--- src/sv/stall_detect_homing_sequencer_core_defines.svh ---
// assertion macros for the stall detect homing sequencer core
// no dependencies; included by files that carry concurrent checks
`ifndef STALL_DETECT_HOMING_SEQUENCER_CORE_DEFINES_SVH
`define STALL_DETECT_HOMING_SEQUENCER_CORE_DEFINES_SVH

`ifndef ASSERT_OFF
// property that must hold in every cycle outside reset
`define SDHS_ASSERT_ALWAYS(label, clk, rst_n, expr) \
    label: assert property (@(posedge clk) disable iff (!rst_n) (expr)) \
        else $error("sdhs check failed");
// condition implies outcome on the following edge
`define SDHS_ASSERT_NEXT(label, clk, rst_n, cond, outcome) \
    label: assert property (@(posedge clk) disable iff (!rst_n) (cond) |=> (outcome)) \
        else $error("sdhs check failed");
`else
`define SDHS_ASSERT_ALWAYS(label, clk, rst_n, expr)
`define SDHS_ASSERT_NEXT(label, clk, rst_n, cond, outcome)
`endif

`endif

--- src/sv/sdhs_pkg.sv ---
// shared types and constants for the stall detect homing sequencer
// no dependencies; imported by every module of the block
package sdhs_pkg;

    localparam int TIMER_W  = 20;
    localparam int CHECK_W  = 16;
    localparam int DUTY_W   = 16;
    localparam int ENC_W    = 32;
    localparam int RUN_W    = 8;
    localparam int CFG_W    = 20;
    localparam int CFG_IDX_W = 3;

    localparam logic [TIMER_W-1:0] SETTLE_SHORT = 20'd100;
    localparam logic [TIMER_W-1:0] SETTLE_LONG  = 20'd200;
    localparam logic [CHECK_W-1:0] CHECK_MAX    = 16'hFFFF;
    localparam logic [RUN_W-1:0]   RUN_MAX      = 8'hFF;

    localparam logic [CFG_IDX_W-1:0] CFG_HOME_DUTY     = 3'd0;
    localparam logic [CFG_IDX_W-1:0] CFG_BACKOFF_DUTY  = 3'd1;
    localparam logic [CFG_IDX_W-1:0] CFG_DUTY_LIMIT    = 3'd2;
    localparam logic [CFG_IDX_W-1:0] CFG_TIMEOUT_TICKS = 3'd3;
    localparam logic [CFG_IDX_W-1:0] CFG_CHECK_PERIOD  = 3'd4;
    localparam logic [CFG_IDX_W-1:0] CFG_STALL_DELTA   = 3'd5;
    localparam logic [CFG_IDX_W-1:0] CFG_STALL_CONFIRM = 3'd6;
    localparam logic [CFG_IDX_W-1:0] CFG_BACKOFF_TICKS = 3'd7;

    typedef enum logic [2:0] {
        PH_IDLE     = 3'd0,
        PH_SETTLE_A = 3'd1,
        PH_DRIVE    = 3'd2,
        PH_SETTLE_B = 3'd3,
        PH_BACKOFF  = 3'd4,
        PH_SETTLE_C = 3'd5
    } t_phase;

    typedef struct packed {
        logic [DUTY_W-1:0]  home_duty;
        logic [DUTY_W-1:0]  backoff_duty;
        logic [DUTY_W-1:0]  duty_limit;
        logic [TIMER_W-1:0] timeout_ticks;
        logic [CHECK_W-1:0] check_period;
        logic [DUTY_W-1:0]  stall_delta;
        logic [RUN_W-1:0]   stall_confirm;
        logic [DUTY_W-1:0]  backoff_ticks;
    } t_cfg;

    typedef struct packed {
        t_phase             phase;
        logic [TIMER_W-1:0] phase_timer;
        logic [CHECK_W-1:0] check_timer;
        logic [ENC_W-1:0]   last_sample;
        logic [RUN_W-1:0]   stall_run;
        logic               selected_motor;
        logic               homed_flag;
        logic               timeout_flag;
    } t_state;

    typedef struct packed {
        logic [DUTY_W-1:0] pwm_duty;
        logic              drive_forward;
        logic              motor_active;
        logic              clear_encoder;
        logic              clear_pid;
        logic              busy_res;
        logic              homed;
        logic              timed_out;
    } t_result;

    function automatic logic [DUTY_W-1:0] clamp_duty(input logic [DUTY_W-1:0] duty,
                                                     input logic [DUTY_W-1:0] limit);
        return (duty > limit) ? limit : duty;
    endfunction

endpackage

--- src/sv/stall_detect_homing_sequencer_core.sv ---
// result: a result word is written into the result queue when its input word is accepted
// throughput: one word per cycle while the result queue has space; set by the state update and
//   the two-entry result queue, which keeps input ready while one result waits
// reset: synchronous active low; state returns to idle, registers to defaults
// depends on sdhs_pkg, sdhs_step, sdhs_outq and the defines header
`include "stall_detect_homing_sequencer_core_defines.svh"

module stall_detect_homing_sequencer_core (
    input  logic                              i_clk,
    input  logic                              i_rst_n,
    input  logic                              i_cfg_wen,
    input  logic [sdhs_pkg::CFG_IDX_W-1:0]    i_cfg_idx,
    input  logic [sdhs_pkg::CFG_W-1:0]        i_cfg_wdata,
    input  logic                              i_valid,
    output logic                              o_ready,
    input  logic                              i_command,
    input  logic                              i_motor_select,
    input  logic signed [sdhs_pkg::ENC_W-1:0] i_encoder_count,
    output logic                              o_valid,
    input  logic                              i_ready,
    output logic [sdhs_pkg::DUTY_W-1:0]       o_pwm_duty,
    output logic                              o_drive_forward,
    output logic                              o_motor_active,
    output logic                              o_clear_encoder,
    output logic                              o_clear_pid,
    output logic                              o_busy_res,
    output logic                              o_homed,
    output logic                              o_timed_out
);
    import sdhs_pkg::*;

    t_cfg    r_cfg;
    t_state  r_state;
    t_state  n_state;
    t_result w_result;
    t_result w_out;
    logic    w_accept;

    assign w_accept = i_valid && o_ready;

    always_ff @(posedge i_clk) begin
        if (!i_rst_n) begin
            r_cfg.home_duty     <= 16'd0;
            r_cfg.backoff_duty  <= 16'd0;
            r_cfg.duty_limit    <= 16'hFFFF;
            r_cfg.timeout_ticks <= 20'd10000;
            r_cfg.check_period  <= 16'd50;
            r_cfg.stall_delta   <= 16'd5;
            r_cfg.stall_confirm <= 8'd3;
            r_cfg.backoff_ticks <= 16'd100;
        end else if (i_cfg_wen) begin
            case (i_cfg_idx)
                CFG_HOME_DUTY:     r_cfg.home_duty     <= i_cfg_wdata[DUTY_W-1:0];
                CFG_BACKOFF_DUTY:  r_cfg.backoff_duty  <= i_cfg_wdata[DUTY_W-1:0];
                CFG_DUTY_LIMIT:    r_cfg.duty_limit    <= i_cfg_wdata[DUTY_W-1:0];
                CFG_TIMEOUT_TICKS: r_cfg.timeout_ticks <= i_cfg_wdata[TIMER_W-1:0];
                CFG_CHECK_PERIOD:  r_cfg.check_period  <= i_cfg_wdata[CHECK_W-1:0];
                CFG_STALL_DELTA:   r_cfg.stall_delta   <= i_cfg_wdata[DUTY_W-1:0];
                CFG_STALL_CONFIRM: r_cfg.stall_confirm <= i_cfg_wdata[RUN_W-1:0];
                CFG_BACKOFF_TICKS: r_cfg.backoff_ticks <= i_cfg_wdata[DUTY_W-1:0];
                default: begin
                end
            endcase
        end
    end

    sdhs_step u_step (
        .i_cfg          (r_cfg),
        .i_state        (r_state),
        .i_command      (i_command),
        .i_motor_select (i_motor_select),
        .i_encoder      ($unsigned(i_encoder_count)),
        .o_state        (n_state),
        .o_result       (w_result)
    );

    always_ff @(posedge i_clk) begin
        if (!i_rst_n) begin
            r_state.phase          <= PH_IDLE;
            r_state.phase_timer    <= '0;
            r_state.check_timer    <= '0;
            r_state.last_sample    <= '0;
            r_state.stall_run      <= '0;
            r_state.selected_motor <= 1'b0;
            r_state.homed_flag     <= 1'b0;
            r_state.timeout_flag   <= 1'b0;
        end else if (w_accept) begin
            r_state <= n_state;
        end
    end

    sdhs_outq u_outq (
        .i_clk   (i_clk),
        .i_rst_n (i_rst_n),
        .i_push  (w_accept),
        .i_word  (w_result),
        .o_space (o_ready),
        .i_ready (i_ready),
        .o_valid (o_valid),
        .o_word  (w_out)
    );

    assign o_pwm_duty      = w_out.pwm_duty;
    assign o_drive_forward = w_out.drive_forward;
    assign o_motor_active  = w_out.motor_active;
    assign o_clear_encoder = w_out.clear_encoder;
    assign o_clear_pid     = w_out.clear_pid;
    assign o_busy_res      = w_out.busy_res;
    assign o_homed         = w_out.homed;
    assign o_timed_out     = w_out.timed_out;

    // homed only ever stands in idle
    `SDHS_ASSERT_ALWAYS(a_homed_idle, i_clk, i_rst_n, !r_state.homed_flag || (r_state.phase == PH_IDLE))
    // success and timeout are exclusive
    `SDHS_ASSERT_ALWAYS(a_flags_excl, i_clk, i_rst_n, !(r_state.homed_flag && r_state.timeout_flag))
    // an accepted word always yields a pending result
    `SDHS_ASSERT_NEXT(a_accept_out, i_clk, i_rst_n, w_accept, o_valid)

endmodule

--- src/sv/sdhs_step.sv ---
// per-word sequencer update: next state and result word from current state
// depends on sdhs_pkg
module sdhs_step (
    input  sdhs_pkg::t_cfg                 i_cfg,
    input  sdhs_pkg::t_state               i_state,
    input  logic                           i_command,
    input  logic                           i_motor_select,
    input  logic [sdhs_pkg::ENC_W-1:0]     i_encoder,
    output sdhs_pkg::t_state               o_state,
    output sdhs_pkg::t_result              o_result
);
    import sdhs_pkg::*;

    logic [TIMER_W-1:0] w_timer_inc;
    logic [CHECK_W-1:0] w_check_inc;
    logic [ENC_W-1:0]   w_diff;
    logic [ENC_W-1:0]   w_mag;
    logic               w_stalled;
    logic [RUN_W-1:0]   w_run_next;
    logic               w_pulse;

    assign w_timer_inc = i_state.phase_timer + {{(TIMER_W-1){1'b0}}, 1'b1};
    assign w_check_inc = (i_state.check_timer < CHECK_MAX) ?
                         i_state.check_timer + {{(CHECK_W-1){1'b0}}, 1'b1} :
                         i_state.check_timer;
    assign w_diff    = i_encoder - i_state.last_sample;
    assign w_mag     = w_diff[ENC_W-1] ? ({ENC_W{1'b0}} - w_diff) : w_diff;
    assign w_stalled = w_mag < {{(ENC_W-DUTY_W){1'b0}}, i_cfg.stall_delta};
    assign w_run_next = !w_stalled ? {RUN_W{1'b0}} :
                        (i_state.stall_run == RUN_MAX) ? RUN_MAX :
                        i_state.stall_run + {{(RUN_W-1){1'b0}}, 1'b1};

    // next state
    always_comb begin
        o_state = i_state;
        w_pulse = 1'b0;
        if (i_command) begin
            if (i_state.phase == PH_IDLE) begin
                o_state.selected_motor = i_motor_select;
                o_state.homed_flag     = 1'b0;
                o_state.timeout_flag   = 1'b0;
                o_state.phase          = PH_SETTLE_A;
                o_state.phase_timer    = '0;
                w_pulse                = 1'b1;
            end
        end else begin
            case (i_state.phase)
                PH_SETTLE_A: begin
                    o_state.phase_timer = w_timer_inc;
                    if (w_timer_inc >= SETTLE_SHORT) begin
                        o_state.phase       = PH_DRIVE;
                        o_state.phase_timer = '0;
                        o_state.check_timer = '0;
                        o_state.stall_run   = '0;
                        o_state.last_sample = i_encoder;
                    end
                end
                PH_DRIVE: begin
                    if (i_state.phase_timer >= i_cfg.timeout_ticks) begin
                        o_state.phase        = PH_IDLE;
                        o_state.timeout_flag = 1'b1;
                        o_state.homed_flag   = 1'b0;
                        o_state.phase_timer  = '0;
                    end else begin
                        o_state.phase_timer = w_timer_inc;
                        o_state.check_timer = w_check_inc;
                        if (w_check_inc >= i_cfg.check_period) begin
                            o_state.check_timer = '0;
                            o_state.last_sample = i_encoder;
                            o_state.stall_run   = w_run_next;
                            if (w_run_next >= i_cfg.stall_confirm) begin
                                o_state.phase       = PH_SETTLE_B;
                                o_state.phase_timer = '0;
                            end
                        end
                    end
                end
                PH_SETTLE_B: begin
                    o_state.phase_timer = w_timer_inc;
                    if (w_timer_inc >= SETTLE_SHORT) begin
                        o_state.phase_timer = '0;
                        o_state.phase = (i_cfg.backoff_ticks == '0) ? PH_SETTLE_C : PH_BACKOFF;
                    end
                end
                PH_BACKOFF: begin
                    o_state.phase_timer = w_timer_inc;
                    if (w_timer_inc >= {{(TIMER_W-DUTY_W){1'b0}}, i_cfg.backoff_ticks}) begin
                        o_state.phase       = PH_SETTLE_C;
                        o_state.phase_timer = '0;
                    end
                end
                PH_SETTLE_C: begin
                    o_state.phase_timer = w_timer_inc;
                    if (w_timer_inc >= SETTLE_LONG) begin
                        o_state.phase       = PH_IDLE;
                        o_state.phase_timer = '0;
                        o_state.homed_flag  = 1'b1;
                        w_pulse             = 1'b1;
                    end
                end
                default: begin
                    o_state.phase = PH_IDLE;
                end
            endcase
        end
    end

    // result word
    always_comb begin
        o_result.pwm_duty      = '0;
        o_result.drive_forward = 1'b1;
        case (o_state.phase)
            PH_DRIVE: begin
                o_result.pwm_duty = clamp_duty(i_cfg.home_duty, i_cfg.duty_limit);
            end
            PH_BACKOFF: begin
                o_result.pwm_duty      = clamp_duty(i_cfg.backoff_duty, i_cfg.duty_limit);
                o_result.drive_forward = 1'b0;
            end
            PH_SETTLE_C: begin
                o_result.drive_forward = 1'b0;
            end
            PH_IDLE: begin
                o_result.drive_forward = !o_state.homed_flag;
            end
            default: begin
                o_result.drive_forward = 1'b1;
            end
        endcase
        o_result.motor_active  = o_state.selected_motor;
        o_result.clear_encoder = w_pulse;
        o_result.clear_pid     = w_pulse;
        o_result.busy_res      = (o_state.phase != PH_IDLE);
        o_result.homed         = o_state.homed_flag;
        o_result.timed_out     = o_state.timeout_flag;
    end

endmodule

--- src/sv/sdhs_outq.sv ---
// two-entry result queue: output register plus skid slot
// depends on sdhs_pkg for the result word type
module sdhs_outq (
    input  logic                i_clk,
    input  logic                i_rst_n,
    input  logic                i_push,
    input  sdhs_pkg::t_result   i_word,
    output logic                o_space,
    input  logic                i_ready,
    output logic                o_valid,
    output sdhs_pkg::t_result   o_word
);
    import sdhs_pkg::*;

    logic [1:0] r_cnt;
    logic [1:0] n_cnt;
    t_result    r_slot0;
    t_result    r_slot1;
    logic       w_pop;

    assign w_pop   = (r_cnt != 2'd0) && i_ready;
    assign o_space = (r_cnt != 2'd2);
    assign o_valid = (r_cnt != 2'd0);
    assign o_word  = r_slot0;

    always_comb begin
        n_cnt = r_cnt;
        if (i_push && !w_pop) begin
            n_cnt = r_cnt + 2'd1;
        end else if (!i_push && w_pop) begin
            n_cnt = r_cnt - 2'd1;
        end
    end

    always_ff @(posedge i_clk) begin
        if (!i_rst_n) begin
            r_cnt <= 2'd0;
        end else begin
            r_cnt <= n_cnt;
        end
    end

    always_ff @(posedge i_clk) begin
        if (r_cnt == 2'd2) begin
            if (w_pop) begin
                r_slot0 <= r_slot1;
            end
        end else if (i_push) begin
            if (r_cnt == 2'd0 || w_pop) begin
                r_slot0 <= i_word;
            end else begin
                r_slot1 <= i_word;
            end
        end
    end

endmodule

--- config.mk ---
export PLATFORM = sky130hd
export DESIGN_NAME = stall_detect_homing_sequencer_core
export DESIGN_NICKNAME = d
export VERILOG_FILES = /design/src/sv/sdhs_pkg.sv /design/src/sv/stall_detect_homing_sequencer_core.sv /design/src/sv/sdhs_step.sv /design/src/sv/sdhs_outq.sv
export VERILOG_INCLUDE_DIRS = /design/src /design/src/sv
export SDC_FILE = /design/constraint.sdc
export NUM_CORES = 1
export LEC_CHECK = 0
export BUFFER_PORTS_ARGS = -buffer_cell sky130_fd_sc_hd__buf_2
export CAP_MARGIN = 0
export CORE_ASPECT_RATIO = 0.9
export CORE_MARGIN = 2
export CORE_UTILIZATION = 59
export CTS_BUF_LIST = sky130_fd_sc_hd__clkbuf_4 sky130_fd_sc_hd__clkbuf_8
export CTS_CLUSTER_DIAMETER = 30
export DETAILED_ROUTE_END_ITERATION = 16
export PLACE_DENSITY_LB_ADDON = 0.05
export SYNTH_ARGS = -nofsm -noshare
export SYNTH_HDL_FRONTEND = slang
export SYNTH_HIERARCHICAL = 1
export SYNTH_SLANG_ARGS = --single-unit
--- constraint.sdc ---
create_clock -name i_clk -period 8 [get_ports i_clk]
set_input_delay 0.8 -clock i_clk [delete_from_list [all_inputs] [get_ports i_clk]]
set_output_delay 0.8 -clock i_clk [all_outputs]
set_load 0.01 [all_outputs]
== Word-level counts from Yosys, hierarchy flattened ==
Cells that the tools add are included.
Word-level totals
  bits in registers: 253
  input bits: 62
  output and inout port bits: 25
  word-level logic and storage cells: 148
Operators by class
  $add $sub $neg: 7
  $lt $le $gt $ge: 10
  equal/unequal tests: 23
  muxes and demuxes: 39
  bitwise logic cells: 3
  reductions and logical operators: 34
Operator list (number)
  23-bit two-way mux: 11
  79-bit two-way mux: 2
  56-bit case mux with 2 select lines: 1
  20-bit case mux with 5 select lines: 1
  56-bit two-way mux: 1
  16-bit two-way mux: 3
  16-bit > comparator: 2
  32-bit by 16-bit < comparator with 1-bit output: 1
  32-bit two-way mux: 1
  16-bit case mux with 2 select lines: 1
  1-bit by 32-bit subtractor with 32-bit output (first input constant): 1
  32-bit subtractor: 1
  3-bit equality test (second input constant): 8
  20-bit by 1-bit adder with 20-bit output (second input constant): 1
  20-bit by 16-bit >= comparator with 1-bit output: 1
  20-bit >= comparator: 1
  20-bit by 7-bit >= comparator with 1-bit output (second input constant): 1
  20-bit by 8-bit >= comparator with 1-bit output (second input constant): 1
  16-bit by 1-bit adder with 16-bit output (second input constant): 1
  16-bit >= comparator: 1
  16-bit zero test: 1
  16-bit < comparator (second input constant): 1
  8-bit two-way mux: 2
  2-bit AND reduction: 8
  other kinds (28): 63

== Longest topological paths before layout ==
Gate-level depths: netlist (run 1).
  word-level depth: 17
  gate-level depth with buffers: 41
  gate-level depth less buffers: 38

== Modules after synthesis ==
The synthesis (run 1) kept the hierarchy.
By module, submodules not included
  sdhs_step: instances 1, cells each 1333, area each 8804.7 um^2, sequential area each 0.0 um^2
  stall_detect_homing_sequencer_core: instances 1, cells each 822, area each 8149.1 um^2, sequential area each 4124.0 um^2
  sdhs_outq: instances 1, cells each 89, area each 1909.3 um^2, sequential area each 1421.4 um^2

== Least setup slack after synthesis (run 1) ==
No wires, ideal clock.
  kind: input -> register
  start point: input port i_encoder_count[0] in the netlist's numbering
  end point: register u_outq.r_slot0 (netlist bit u_outq/o_word[2]), data pin
  library setup time: 0.260 ns
  arrival: 8.426 ns
  required time: 7.740 ns
  slack: -0.687 ns
  stages on the path: 35
  buffers on the path: 1
  cell sequence: inv_1 -> ha_1 -> inv_1 -> fa_1 -> a21o_1 -> a21oi_1 -> xnor2_1 -> o41a_1 -> and4bb_4 -> or4b_4 -> o31ai_1 -> xnor2_1 -> ha_1 -> nand4_1 -> nor3_1 -> a221oi_1 -> o41a_1 -> or4b_4 -> nor4_4 -> nand3_4 -> or2_1 -> ha_1 -> nand2b_1 -> a21o_1 -> a21o_1 -> a21o_1 -> a21o_1 -> a21o_1 -> a21o_1 -> a21oi_1 -> nor3_1 -> o41a_1 -> clkbuf_1 -> or3_1 -> mux2_4
RTL lines
  from (decl): line stall_detect_homing_sequencer_core.sv:18  | input logic signed [sdhs_pkg::ENC_W-1:0] i_encoder_count,
  to (signal assigned): line sdhs_outq.sv:46  | r_slot0 <= r_slot1;
  to (signal assigned): line sdhs_outq.sv:50  | r_slot0 <= i_word;
  to (decl): line sdhs_outq.sv:17  | t_result r_slot0;

==> results of run 1 <==
==> state kept, by name, summed over array words and instances, names as in the netlist <==
name            count
r_cfg             124
u_outq/r_slot1     23
u_outq/o_word      23
r_state            82
u_outq/r_cnt        2
==> area by class of cell <==
cell class,instances,area (µm²)
multi-input combinational,1704,12300
fill,2596,9520
sequential,254,5550
timing repair buffer,263,1830
clock buffer,78,1000
inverter,150,578
tap,416,520
clock inverter,29,428
antenna,1,2.50
==> cell usage in the layout, fill, tap and decap left out, types with 19 or more instances in the layout <==
| master | n |
|---|---|
| nand2b_1 | 19 |
| inv_1 | 145 |
| o21ai_0 | 86 |
| mux2i_1 | 160 |
| mux2_4 | 19 |
| clkbuf_8 | 67 |
| nand2_1 | 238 |
| edfxtp_1 | 46 |
| a21o_1 | 50 |
| a21bo_2 | 82 |
| buf_2 | 84 |
| nand3_1 | 129 |
| a21oi_1 | 171 |
| nand4_1 | 36 |
| nor2_1 | 99 |
| xnor2_1 | 40 |
| ha_1 | 142 |
| nor3_1 | 30 |
| buf_4 | 172 |
| nor2b_1 | 60 |
| dfxtp_1 | 206 |
| a22o_1 | 22 |
==> cells by family (layout without fill, tap and decap cells) <==
kind of cell             count (synthesis)  count (layout)  share of synthesized area, %
other                                    0               1                             0
adder cells (fa/ha/maj)                145             145                          9.66
buffers and inverters                  286             520                          6.32
multiplexers                           189             189                          10.6
AO/OA/AOI/OAI                          594             594                          22.0
XOR/XNOR                                63              63                          3.00
flip-flops                             254             254                          29.4
AND/OR/NAND/NOR                        713             713                          19.0
==> worst max-delay path, delay by kind of cell <==
family / cells / cell delay (ns)
AOI/OAI and AO/OA: 14 / 2.92
xor gates and xnor gates: 2 / 0.22
muxes: 1 / 0.27
adders and majority gates: 4 / 1.10
buffers and inverters: 3 / 0.24
and+or+nand+nor: 11 / 2.62
==> stage by stage <==
stage | instances | setup TNS, ns
floorplan | 2244 | -0.292
CTS | 2882 | 0
global route | 2894 | -1.15
global placement | 2775 | -12.90
detailed placement | 2775 | -19.13
finish | 2895 | 0
==> cells in the mapped netlist, types with 32 or more instances <==
| cell | count |
|---|---|
| nand2_1 | 240 |
| dfxtp_1 | 208 |
| a21oi_1 | 176 |
| mux2i_1 | 160 |
| inv_1 | 149 |
| ha_1 | 144 |
| nand3_1 | 129 |
| nor2_1 | 99 |
| clkbuf_1 | 90 |
| o21ai_0 | 90 |
| a21bo_2 | 82 |
| nor2b_1 | 60 |
| a21o_1 | 50 |
| edfxtp_1 | 46 |
| xnor2_1 | 42 |
| nand4_1 | 36 |
| nor3_1 | 32 |
==> timing repair <==
| item | in CTS | in global routing |
|---|---|---|
| pin swaps | 0 | 11 |
| gates resized for setup | 1 | 25 |
| gates cloned | 0 | 3 |
| buffers inserted | 0 | 9 |
| setup endpoints to repair | 1 | 57 |
==> worst max path at each step <==
stage	slack, ns	start	depth (start not counted)	endpoint
3_5_place_dp	-0.55	i_encoder_count[0]	35	u_outq/o_word[2]$_DFFE_PP_
6_report	0.20	i_encoder_count[0]	35	u_outq/o_word[2]$_DFFE_PP_
5_1_grt	-0.11	r_state[14]$_SDFFE_PN0P_	41	r_state[77]$_SDFFE_PN0P_
2_1_floorplan	-0.22	i_encoder_count[0]	35	u_outq/o_word[2]$_DFFE_PP_
3_3_place_gp	-0.45	i_encoder_count[0]	35	u_outq/o_word[2]$_DFFE_PP_
4_1_cts	0.04	r_state[11]$_SDFFE_PN0P_	33	u_outq/o_word[2]$_DFFE_PP_
==> where the power goes <==
part           leakage [nW]  total [mW]  internal, mW  switching [mW]
logic                  6.64       0.808         0.316           0.492
clock network         0.731        1.81          1.15           0.665
registers              2.12        1.42          1.39          0.0309
==> routing by layer <==
metal	global-route usage, %	vias up	part of all wire [%]
met3	7.00	82	8.4
met1	47.5	8329	49
li1	-	8452	-
met5	0	-	0
met2	43.5	548	41
met4	9.54	0	2.1
==> metrics.md, run 1 <==
| Metric | Value |
|---|---|
| Reg2Reg Setup Slack | 0.20 ns |
| Worst slew pin tran | 1.27 ns |
| Post-Syn Area | 18,900 µm² |
| Syn nets | 2,451 |
| GRT Overall Usage | between 30% and 40% |
| Die width | 192 µm |
| Reg clk slew, reported paths | about 0.05 ns |
| Worst skew pair latency | 0.66 ns |
| Iter 0 DRT Violations | ~1,300 |
| Maximum fanout along the worst path | 5 |
| Clk sink count | 254 |
| Core area | 31,700 µm² |
| Final Hold Viols | 0 |
| PwrDens | 182 nW/µm² |
| Port buffer count | 86 |
| Critical path class | in -> reg |
| # IOs | 87 |
| Wire per inst | 18.5 µm |
| Maxcap violations | 0 |
| Final setup viols | 0 |
| Util after Layout | 70.0% |
| CTS Hold Bufs | 0 |
| Layout cells sized above 1 | 22.6% |
| Initial core utilization | 59.5% |
| Worst r2r src | r_state[12]$_SDFFE_PN0P_ |
| Top-area cell type share of the netlist area | 22.1% |
| TritonCTS clock tree | built |
| Worst Hold Launch | i_cfg_wdata[18] |
| Final Cell Area | 22,200 µm² |
| Worst reg2reg path depth | 33 |
| Pin count of the biggest net entering global routing | 99 |
| Clock tree buffer depth | 3 |
| DIE HEIGHT | around 170 µm |
| Final slew viol count | 0 |
| Cells after Synth | 2,244 |
| Nets | 2,638 |
| Number of flops mapped to enable cells by yosys | between 40 and 50 |
| Inserted Clock Buffers | between 50 and 60 |
| R2R Path End | u_outq/o_word[2]$_DFFE_PP_ |
| Slowest-stage cell, CP | or4b_4 |
| DP Area | about 21,000 µm² |
| WHS Path Cells | 3 |
| WP data arrival | between 8 and 9 ns |
| Synth warnings | 6 |
| RSZ-0062 raised after global routing | true |
| Layout area overhead | 17.7% |
| Leakage dissipation | 9.49 nW |
| Share of flip-flops with an asynchronous set or reset | 0% |
| Main flop type after synthesis | dfxtp_1 |
| Root buf cell | clkbuf_8 |
| First-pass GRT wire length | 83,800 µm |
| Yosys cell types | 100 |
| Max Clock Freq | between 100 and 150 MHz |
| Maximum vdd drop | 0.221 mV |
| Final period util | 97.6% |
| Yosys reg bits | 254 |
| Post-synthesis sequential area ratio | 29.4% |
| Post-DP HPWL | 38,500 µm |
| Total power | 4.04 mW |
| Initial antenna violation count | 0 |
| Vias in the first global route | ~16,000 |
| H-tree depth | 2 |
| Final ANT Viol Nets | 0 |
| Largest area contributor in the netlist | dfxtp_1 |
| Std cell rows | between 60 and 70 |
| CP max stage delay | ~0.52 ns |
| Final worst slack | 0.196 ns |
| Mapped Avg Cell Area | 8.41 µm² |
| Startpoint type of the worst setup path | primary input |
| GRT Residual Overflow | 0 |
| Worst Hold Class | in -> reg |
| Routability Congestion | roughly 0.9 |
| Status | finished, final reports clean |
| Dpl ws | -0.546 ns |
| Min cycle time layout | 7.80 ns |
| Crit-path most repeated cell | a21o_1 |
| Rel. slew slack | 14.5% |
| Crit end category | register |
| Synth area leaders | dfxtp_1 (22%), ha_1 (9.6%), mux2i_1 (8.5%) |
| # DRC | 0 |
| Clk_skew | 0.0458 ns |
| Hold EP | r_cfg[74]$_SDFFE_PN0P_ |
| TritonRoute pass-1 iters | 5 |
| WHS | 0.399 ns |
| Die area | around 33,000 µm² |
| Vias | between 15,000 and 20,000 |
| Final wirelength | around 54,000 µm |
| Worst Path Required | approximately 8.4 ns |
| Vias/cell | roughly 6.0 |
Note: power is estimated with default switching activity, not from simulation.
==> run 2: changes to the inputs <==
--- a/config.mk
+++ b/config.mk
@@ -6,15 +6,16 @@
 export SDC_FILE = /design/constraint.sdc
 export NUM_CORES = 1
 export LEC_CHECK = 0
-export BUFFER_PORTS_ARGS = -buffer_cell sky130_fd_sc_hd__buf_2
 export CAP_MARGIN = 0
 export CORE_ASPECT_RATIO = 0.9
 export CORE_MARGIN = 2
-export CORE_UTILIZATION = 59
+export CORE_UTILIZATION = 60
 export CTS_BUF_LIST = sky130_fd_sc_hd__clkbuf_4 sky130_fd_sc_hd__clkbuf_8
 export CTS_CLUSTER_DIAMETER = 30
 export DETAILED_ROUTE_END_ITERATION = 16
+export DONT_BUFFER_PORTS = 1
 export PLACE_DENSITY_LB_ADDON = 0.05
+export SETUP_SLACK_MARGIN = 0.5
 export SYNTH_ARGS = -nofsm -noshare
 export SYNTH_HDL_FRONTEND = slang
 export SYNTH_HIERARCHICAL = 1
==> run 2 against run 1 <==
Compared with the run above:
- the run now ends with max-capacitance violations, max-slew violations left
- count of clock-buffer cells in the layout rose by 2
- critical path depth did not move
- sequential cell count did not move
- die area fell by 1.6%
- largest cell class unchanged
- global-route usage rose by 0.74 points
- highest routed layer unchanged
- sequential power barely moved
- critical endpoint unchanged
- final cell count fell by 3.6%
- register-to-register slack got worse by 0.08 ns
==> metrics.md, run 2 (synthesized netlist as in run 1, its figures left out) <==
| Metric | Value |
|---|---|
| Dpl ws | -0.374 ns (+0.173 ns) |
| Final Hold Viols | 0 (unchanged) |
| Clk_skew | 0.0353 ns (-0.0105 ns) |
| Most common cell after layout, fill and taps aside | nand2_1 |
| Final Cell Area | 22,100 µm² (-0.39%) |
| Util after Layout | 71.6% (+1.6 points) |
| GRT Overall Usage | 32.0% (+0.74 points) |
| Worst Path Required | 8.34 ns (-0.06 ns) |
| Final ANT Viol Nets | 0 (unchanged) |
| Max Clock Freq | 127 MHz (-1.1%) |
| Critical path class | reg -> reg |
| WHS | 0.371 ns (-0.0273 ns) |
| Inserted Clock Buffers | 67 (+16%) |
| Final period util | 98.6% (+1.1 points) |
| Antenna Cells | 0 (-1) |
| WHS Path Cells | 2 (-1) |
| CP max stage delay | 0.47 ns (-0.05 ns) |
| Die area | 32,900 µm² (-1.6%) |
| H-tree depth | 3 (+1) |
| Final wirelength | 53,900 µm (+0.78%) |
| Worst Hold Launch | i_cfg_wdata[16] |
| Layout Cells excl Fill | 2,791 (-3.6%) |
| Iter 0 DRT Violations | 1,390 (+5.0%) |
| Initial antenna violation count | 0 (unchanged) |
| RSZ-0062 raised after global routing | true |
| Sw Pwr | 1.19 mW (+0.15%) |
| Layout cells sized above 1 | 21.0% (-1.6 points) |
| # DRC | 0 (unchanged) |
| CTS Hold Bufs | 0 (unchanged) |
| Worst reg2reg path depth | 35 (+6.1%) |
| Share of power burned in registers | 35.1% (about the same) |
| Crit-path most repeated cell | a21o_1 |
| Max reg flops | 124 (unchanged) |
| Clock tree buffer depth | 3 (unchanged) |
| First-pass GRT wire length | 84,300 µm (+0.62%) |
| Final worst slack | 0.112 ns (-0.0842 ns) |
| Root buf cell | clkbuf_8 |
| Die width | 191 µm (-0.82%) |
| CP startpoint | r_state[11]$_SDFFE_PN0P_ |
| Vias/cell | 6.15 (+2.3%) |
| Routability Congestion | 0.939 (+1.9%) |
| Status | complete, but fails checks |
| Pin count of the biggest net entering global routing | 166 (+68%) |
| Min cycle time layout | 7.89 ns (+0.0842 ns) |
| Layout area overhead | 17.3% |
| Maximum fanout along the worst path | 4 (-1) |
| Final setup viols | 0 (unchanged) |
| Worst skew pair latency | 0.60 ns (-0.06 ns) |
| Core area | 30,900 µm² (-2.6%) |
| Clock Power Share | 47.5% (+2.6 points) |
| GRT Residual Overflow | 0 (unchanged) |
| Sw frac | 28.9% (-0.53 points) |
| Final slew viol count | 1 (+1) |
| Worst path bufs/invs | 1 (-2) |
| TritonRoute pass-1 iters | 5 (unchanged) |
| Reg clk slew, reported paths | 0.05 ns (about the same) |
| Initial core utilization | 61.0% (+1.6 points) |
| Post-DP HPWL | 37,100 µm (-3.8%) |
| WP data arrival | 8.23 ns (+0.03 ns) |
| Total power | 4.12 mW (+2.0%) |
| Failing checks | max-capacitance violations, max-slew violations |
| Int Power | 2.93 mW (+2.7%) |
| Worst Hold Class | in -> reg |
| Comb pwr share | 17.4% (-2.6 points) |
| TritonCTS clock tree | built |
| Maxcap violations | 1 (+1) |
| Clk sink count | 254 (unchanged) |
| Path length in cells of the critical path | 35 (unchanged) |
| Rel. slew slack | -0.344% (-15 points) |
| Vias | 17,177 (-1.3%) |
| Port buffer count | 0 (-100%) |
| Crit end category | register |
| Cell family with most CP delay | compound AO/OA/AOI/OAI gates |
| Startpoint type of the worst setup path | register |
| Biggest register | r_cfg |
| Wire per inst | 19.3 µm (+4.5%) |
| Leakage dissipation | 9.17 nW (-3.5%) |
| Commonest cells after routing, fill and taps aside | nand2_1 (238), dfxtp_1 (206), mux2i_1 (160), a21oi_1 (160), inv_1 (144) |
| Top Registers | r_cfg (124), r_state (82) |
| Vias in the first global route | 16,168 (+2.6%) |
| DIE HEIGHT | 172 µm (-0.82%) |
| Fin Setup TNS | 0 ns (unchanged) |
| Maximum vdd drop | 0.204 mV (-8.0%) |
| Inst Count DP | 2,646 (-4.6%) |
| Std cell rows | 61 (-1.6%) |
| # IOs | 87 (unchanged) |
| Worst slew pin tran | 1.49 ns (+0.221 ns) |
| Slowest-stage cell, CP | or4b_4 |
| Worst r2r src | r_state[11]$_SDFFE_PN0P_ |
| Nets | 2,541 (-3.7%) |
| DP Area | 19,800 µm² (-3.4%) |
| PwrDens | 186 nW/µm² (+2.4%) |
[run 2: cell types whose count changed in the layout (fill, tap and decap cells not counted), sizes merged]
cell,previous run,this run
buf,261,155
clkbuf,80,82
diode,1,0
clkinv,10,20
bufinv,10,11
inv,154,151
[run 2: timing repair]
| action | in CTS | in global routing |
|---|---|---|
| resized for setup | 43 | 62 |
| cloned | 3 | 1 |
| endpoints found under the setup margin | 57 | 57 |
| buffers inserted | 15 | 9 |
| pin swaps | 22 | 32 |
[run 2: worst paths after layout]
check	slack, ns	to
worst max-delay path	0.11	u_outq/o_word[2]$_DFFE_PP_
worst min-delay path	0.37	r_cfg[72]$_SDFFE_PN0P_
worst max register to register	0.11	u_outq/o_word[2]$_DFFE_PP_
worst min register to register	0.46	r_cfg[38]$_SDFFE_PN0P_
[run 2: area by class of cell]
| class | count | area [µm²] |
|---|---|---|
| sequential | 254 | 5550 |
| clock inverter | 37 | 493 |
| inverter | 150 | 578 |
| multi-input combinational | 1704 | 12600 |
| tap | 409 | 512 |
| clock buffer | 80 | 1080 |
| fill | 2446 | 8790 |
| timing repair buffer | 157 | 1320 |
[run 2: power groups by stage]
stage	combinational (mW)	sequential [mW]	clock (mW)
2_1_floorplan	0.521	1.46	0
3_3_place_gp	0.636	1.47	0
3_5_place_dp	0.656	1.47	0
4_1_cts	0.685	1.45	1.98
5_1_grt	0.774	1.45	2.04
6_report	0.716	1.45	1.96
[run 2: layer usage]
| metal | global-route usage, % | wire (µm) | up-vias |
|---|---|---|---|
| met4 | 10.4 | 1290 | 0 |
| met3 | 6.11 | 4630 | 106 |
| met5 | 0 | 0 | - |
| li1 | - | - | 8255 |
| met2 | 48.5 | 23200 | 627 |
| met1 | 45.7 | 24800 | 8189 |
==> run 3: changes to the inputs <==
--- a/config.mk
+++ b/config.mk
@@ -15,6 +15,7 @@
 export DETAILED_ROUTE_END_ITERATION = 16
 export DONT_BUFFER_PORTS = 1
 export PLACE_DENSITY_LB_ADDON = 0.05
+export RECOVER_POWER = 50
 export SETUP_SLACK_MARGIN = 0.5
 export SYNTH_ARGS = -nofsm -noshare
 export SYNTH_HDL_FRONTEND = slang
==> constraint.sdc (replaced) <==
create_clock -name i_clk -period 7.4 [get_ports i_clk]
set_input_delay 0.74 -clock i_clk [delete_from_list [all_inputs] [get_ports i_clk]]
set_output_delay 0.74 -clock i_clk [all_outputs]
set_load 0.01 [all_outputs]
==> run 3 against run 2 <==
Compared with the run above:
- the flow finishes with violations (max-capacitance violations, max-slew violations, negative setup slack)
- total power is 3.6% higher
- routed wire length down 0.86%
- sequential power increased by 8%
- fmax up 0.56%
- first-iteration DRC count up 0.14%
- count of clock-buffer cells in the layout shrank 11
- sequential cell count unchanged
- cell area fell by 0.62%
- worst setup slack worse by 0.56 ns
- register-to-register slack got worse by 0.56 ns
- largest power group unchanged
==> metrics.md, run 3 (synthesized netlist as in run 1, its figures left out) <==
| Metric | Value |
|---|---|
| Status | complete, but fails checks |
| Failing checks | max-capacitance violations, max-slew violations, negative setup slack |
| Crit end category | register |
| Startpoint type of the worst setup path | register |
| Final worst slack | -0.444 ns (-0.556 ns) |
| Final ANT Viol Nets | 0 (unchanged) |
| Int Power | 3.02 mW (+3.1%) |
| Layout cells sized above 1 | 20.8% (-0.27 points) |
| Worst Path Required | 7.75 ns (-0.59 ns) |
| Clock tree buffer depth | 3 (unchanged) |
| FF+latch area | 5550 µm² (about the same) |
| Reg2Reg Setup Slack | -0.44 ns (-0.56 ns) |
| Commonest cells after routing, fill and taps aside | nand2_1 (238), dfxtp_1 (206), buf_4 (186) |
| Rel. slew slack | -16.8% (-16 points) |
| FILL cells | 2,462 (+0.65%) |
| PwrDens | 194 nW/µm² (+4.3%) |
| Vias/cell | 6.08 (-1.3%) |
| GRT Overall Usage | 31.6% (-0.42 points) |
| Multi-input gate area | 12,400 µm² (-1.4%) |
| Clk sink count | 254 (unchanged) |
| Worst r2r src | r_state[11]$_SDFFE_PN0P_ |
| Sw frac | 29.3% (+0.40 points) |
| First-pass GRT wire length | 83,400 µm (-1.1%) |
| Final Hold Viols | 0 (unchanged) |
| Crit-path most repeated cell | a21o_1 |
| # IOs | 87 (unchanged) |
| Root buf cell | clkbuf_8 |
| Share of power burned in registers | 36.6% (+1.5 points) |
| Die width | 191 µm (unchanged) |
| Comb pwr share | 18.3% (+0.9 points) |
| Maximum vdd drop | 0.318 mV (+56%) |
| Worst slew pin tran | 1.75 ns (+0.261 ns) |
| Max reg flops | 124 (unchanged) |
| # DRC | 0 (unchanged) |
| GRT Residual Overflow | 0 (unchanged) |
| Vias | 17,114 (-0.37%) |
| Reg clk slew, reported paths | 0.06 ns (about the same) |
| Final wirelength | 53,500 µm (-0.86%) |
| CP max stage delay | 0.52 ns (+0.05 ns) |
| Max Clock Freq | 127 MHz (+0.56%) |
| Initial core utilization | 61.0% (unchanged) |
| Top Registers | r_cfg (124), r_state (82) |
| Port buffer count | 0 (unchanged) |
| WP data arrival | 8.20 ns (-0.03 ns) |
| Final slew viol count | 21 (+20) |
| Antenna Cells | 0 (unchanged) |
| Pin count of the biggest net entering global routing | 166 (unchanged) |
| TritonRoute pass-1 iters | 9 (+4) |
| H-tree depth | 2 (-1) |
| WHS Path Cells | 2 (unchanged) |
| Total power | 4.27 mW (+3.6%) |
| Cell family with most CP delay | compound AO/OA/AOI/OAI gates |
| Die area | 32,900 µm² (unchanged) |
| Worst skew pair latency | 0.62 ns (+0.02 ns) |
| Inserted Clock Buffers | 57 (-15%) |
| Std cell rows | 61 (unchanged) |
| Initial antenna violation count | 0 (unchanged) |
| Maximum fanout along the worst path | 5 (+1) |
| Worst path bufs/invs | 1 (unchanged) |
| Worst Hold Launch | i_rst_n |
| TritonCTS clock tree | built |
| Sw Pwr | 1.25 mW (+5.1%) |
| Util after Layout | 71.1% (-0.44 points) |
| Iter 0 DRT Violations | 1,392 (+0.14%) |
| Final period util | 106% (+7.4 points) |
| R2R Path End | u_outq/o_word[2]$_DFFE_PP_ |
| Clock Power Share | 45.0% (-2.5 points) |
| Worst reg2reg path depth | 33 (-5.7%) |
| Layout area overhead | 16.6% |
| Final setup viols | 56 (+56) |
| Most common cell after layout, fill and taps aside | nand2_1 |
| CTS Hold Bufs | 0 (unchanged) |
| Core area | 30,900 µm² (unchanged) |
| Biggest register | r_cfg |
| Maxcap violations | 1 (unchanged) |
| Hold EP | r_cfg[102]$_SDFFE_PN0P_ |
| Wire per inst | 19.0 µm (-1.8%) |
| Worst Hold Class | in -> reg |
| Post-DP HPWL | 37,800 µm (+2.0%) |
| Routability Congestion | 0.913 (-2.7%) |
| Min cycle time layout | 7.84 ns (-0.0442 ns) |
| RSZ-0062 raised after global routing | true |
| DIE HEIGHT | 172 µm (unchanged) |
| Clk_skew | 0.0289 ns (-0.00639 ns) |
| Vias in the first global route | 15,829 (-2.1%) |
| Leakage dissipation | 9.21 nW (+0.51%) |
| Nets | 2,571 (+1.2%) |
| Slowest-stage cell, CP | or4b_4 |
| Critical path class | reg -> reg |
## run 3: cell types whose count changed in the layout (fill, tap and decap cells not counted), sizes merged
cell,change
clkbuf,-9
clkinv,-6
clkinvlp,+3
buf,+38
## run 3: power groups by stage
stage | Clock, mW | Sequential, mW | Combinational [mW]
after floorplan | 0 | 1.58 | 0.563
after global placement | 0 | 1.59 | 0.709
after detailed placement | 0 | 1.59 | 0.729
after CTS | 1.94 | 1.56 | 0.751
after global routing | 2.01 | 1.57 | 0.845
final | 1.92 | 1.56 | 0.783
## run 3: area by class of cell
type,count,share of cell area [%]
Clock buffer,69,4.12
Clock inverter,34,2.17
Inverter,150,2.63
Multi-Input combinational cell,1704,56.5
Sequential cell,254,25.2
Tap cell,409,2.33
Timing Repair Buffer,197,7.03
## run 3: worst reg2reg max path: cells and delay by family (launching register included)
family / cells / cell delay (ns)
flip-flops: 1 / 0.35
AO/OA/AOI/OAI: 14 / 2.98
adder cells (fa/ha/maj): 4 / 1.13
AND/OR/NAND/NOR: 11 / 2.64
XOR/XNOR: 2 / 0.22
buffers and inverters: 1 / 0.04
multiplexers: 1 / 0.27
## run 3: metal layers
layer  vias to the layer above  track usage [%]  routed length (µm)
met4                         0             8.19                1050
met2                       620             46.0               22100
met5                         -                0                   0
met1                      8108             46.7               25600
li1                       8300                -                   -
met3                        86             7.12                4680
## run 3: repair_timing
action / 4_1_cts / 5_1_grt
setup endpoints to repair: 57 / 57
gates resized for setup: 36 / 24
buffers inserted: 5 / 12
pin swaps: 6 / 19
cloned: 1 / 1
## run 3: worst max-delay path by stage
stage	from	cells after the start	to	slack (ns)
global route	r_state[11]$_SDFFE_PN0P_	33	u_outq/o_word[2]$_DFFE_PP_	-0.71
floorplan	i_encoder_count[0]	35	u_outq/o_word[2]$_DFFE_PP_	-0.76
finish	r_state[11]$_SDFFE_PN0P_	33	u_outq/o_word[2]$_DFFE_PP_	-0.44
CTS	r_state[11]$_SDFFE_PN0P_	33	u_outq/o_word[2]$_DFFE_PP_	-0.40
detailed placement	i_encoder_count[2]	33	u_outq/o_word[2]$_DFFE_PP_	-0.89
global placement	i_encoder_count[6]	35	u_outq/o_word[2]$_DFFE_PP_	-0.82
## run 3: per-stage QoR
step | setup WS, ns | instance area, µm² | TNS [ns] | hold WS (ns) | cells
after floorplan | -0.760 | 19000 | -22.37 | 0.438 | 2244
after global placement | -0.822 | 20200 | -33.13 | 0.446 | 2695
after detailed placement | -0.894 | 20200 | -38.35 | 0.453 | 2695
after CTS | -0.402 | 21800 | -13.15 | 0.247 | 2804
after global routing | -0.712 | 22000 | -30.40 | 0.270 | 2817
final | -0.444 | 22000 | -12.88 | 0.270 | 2817
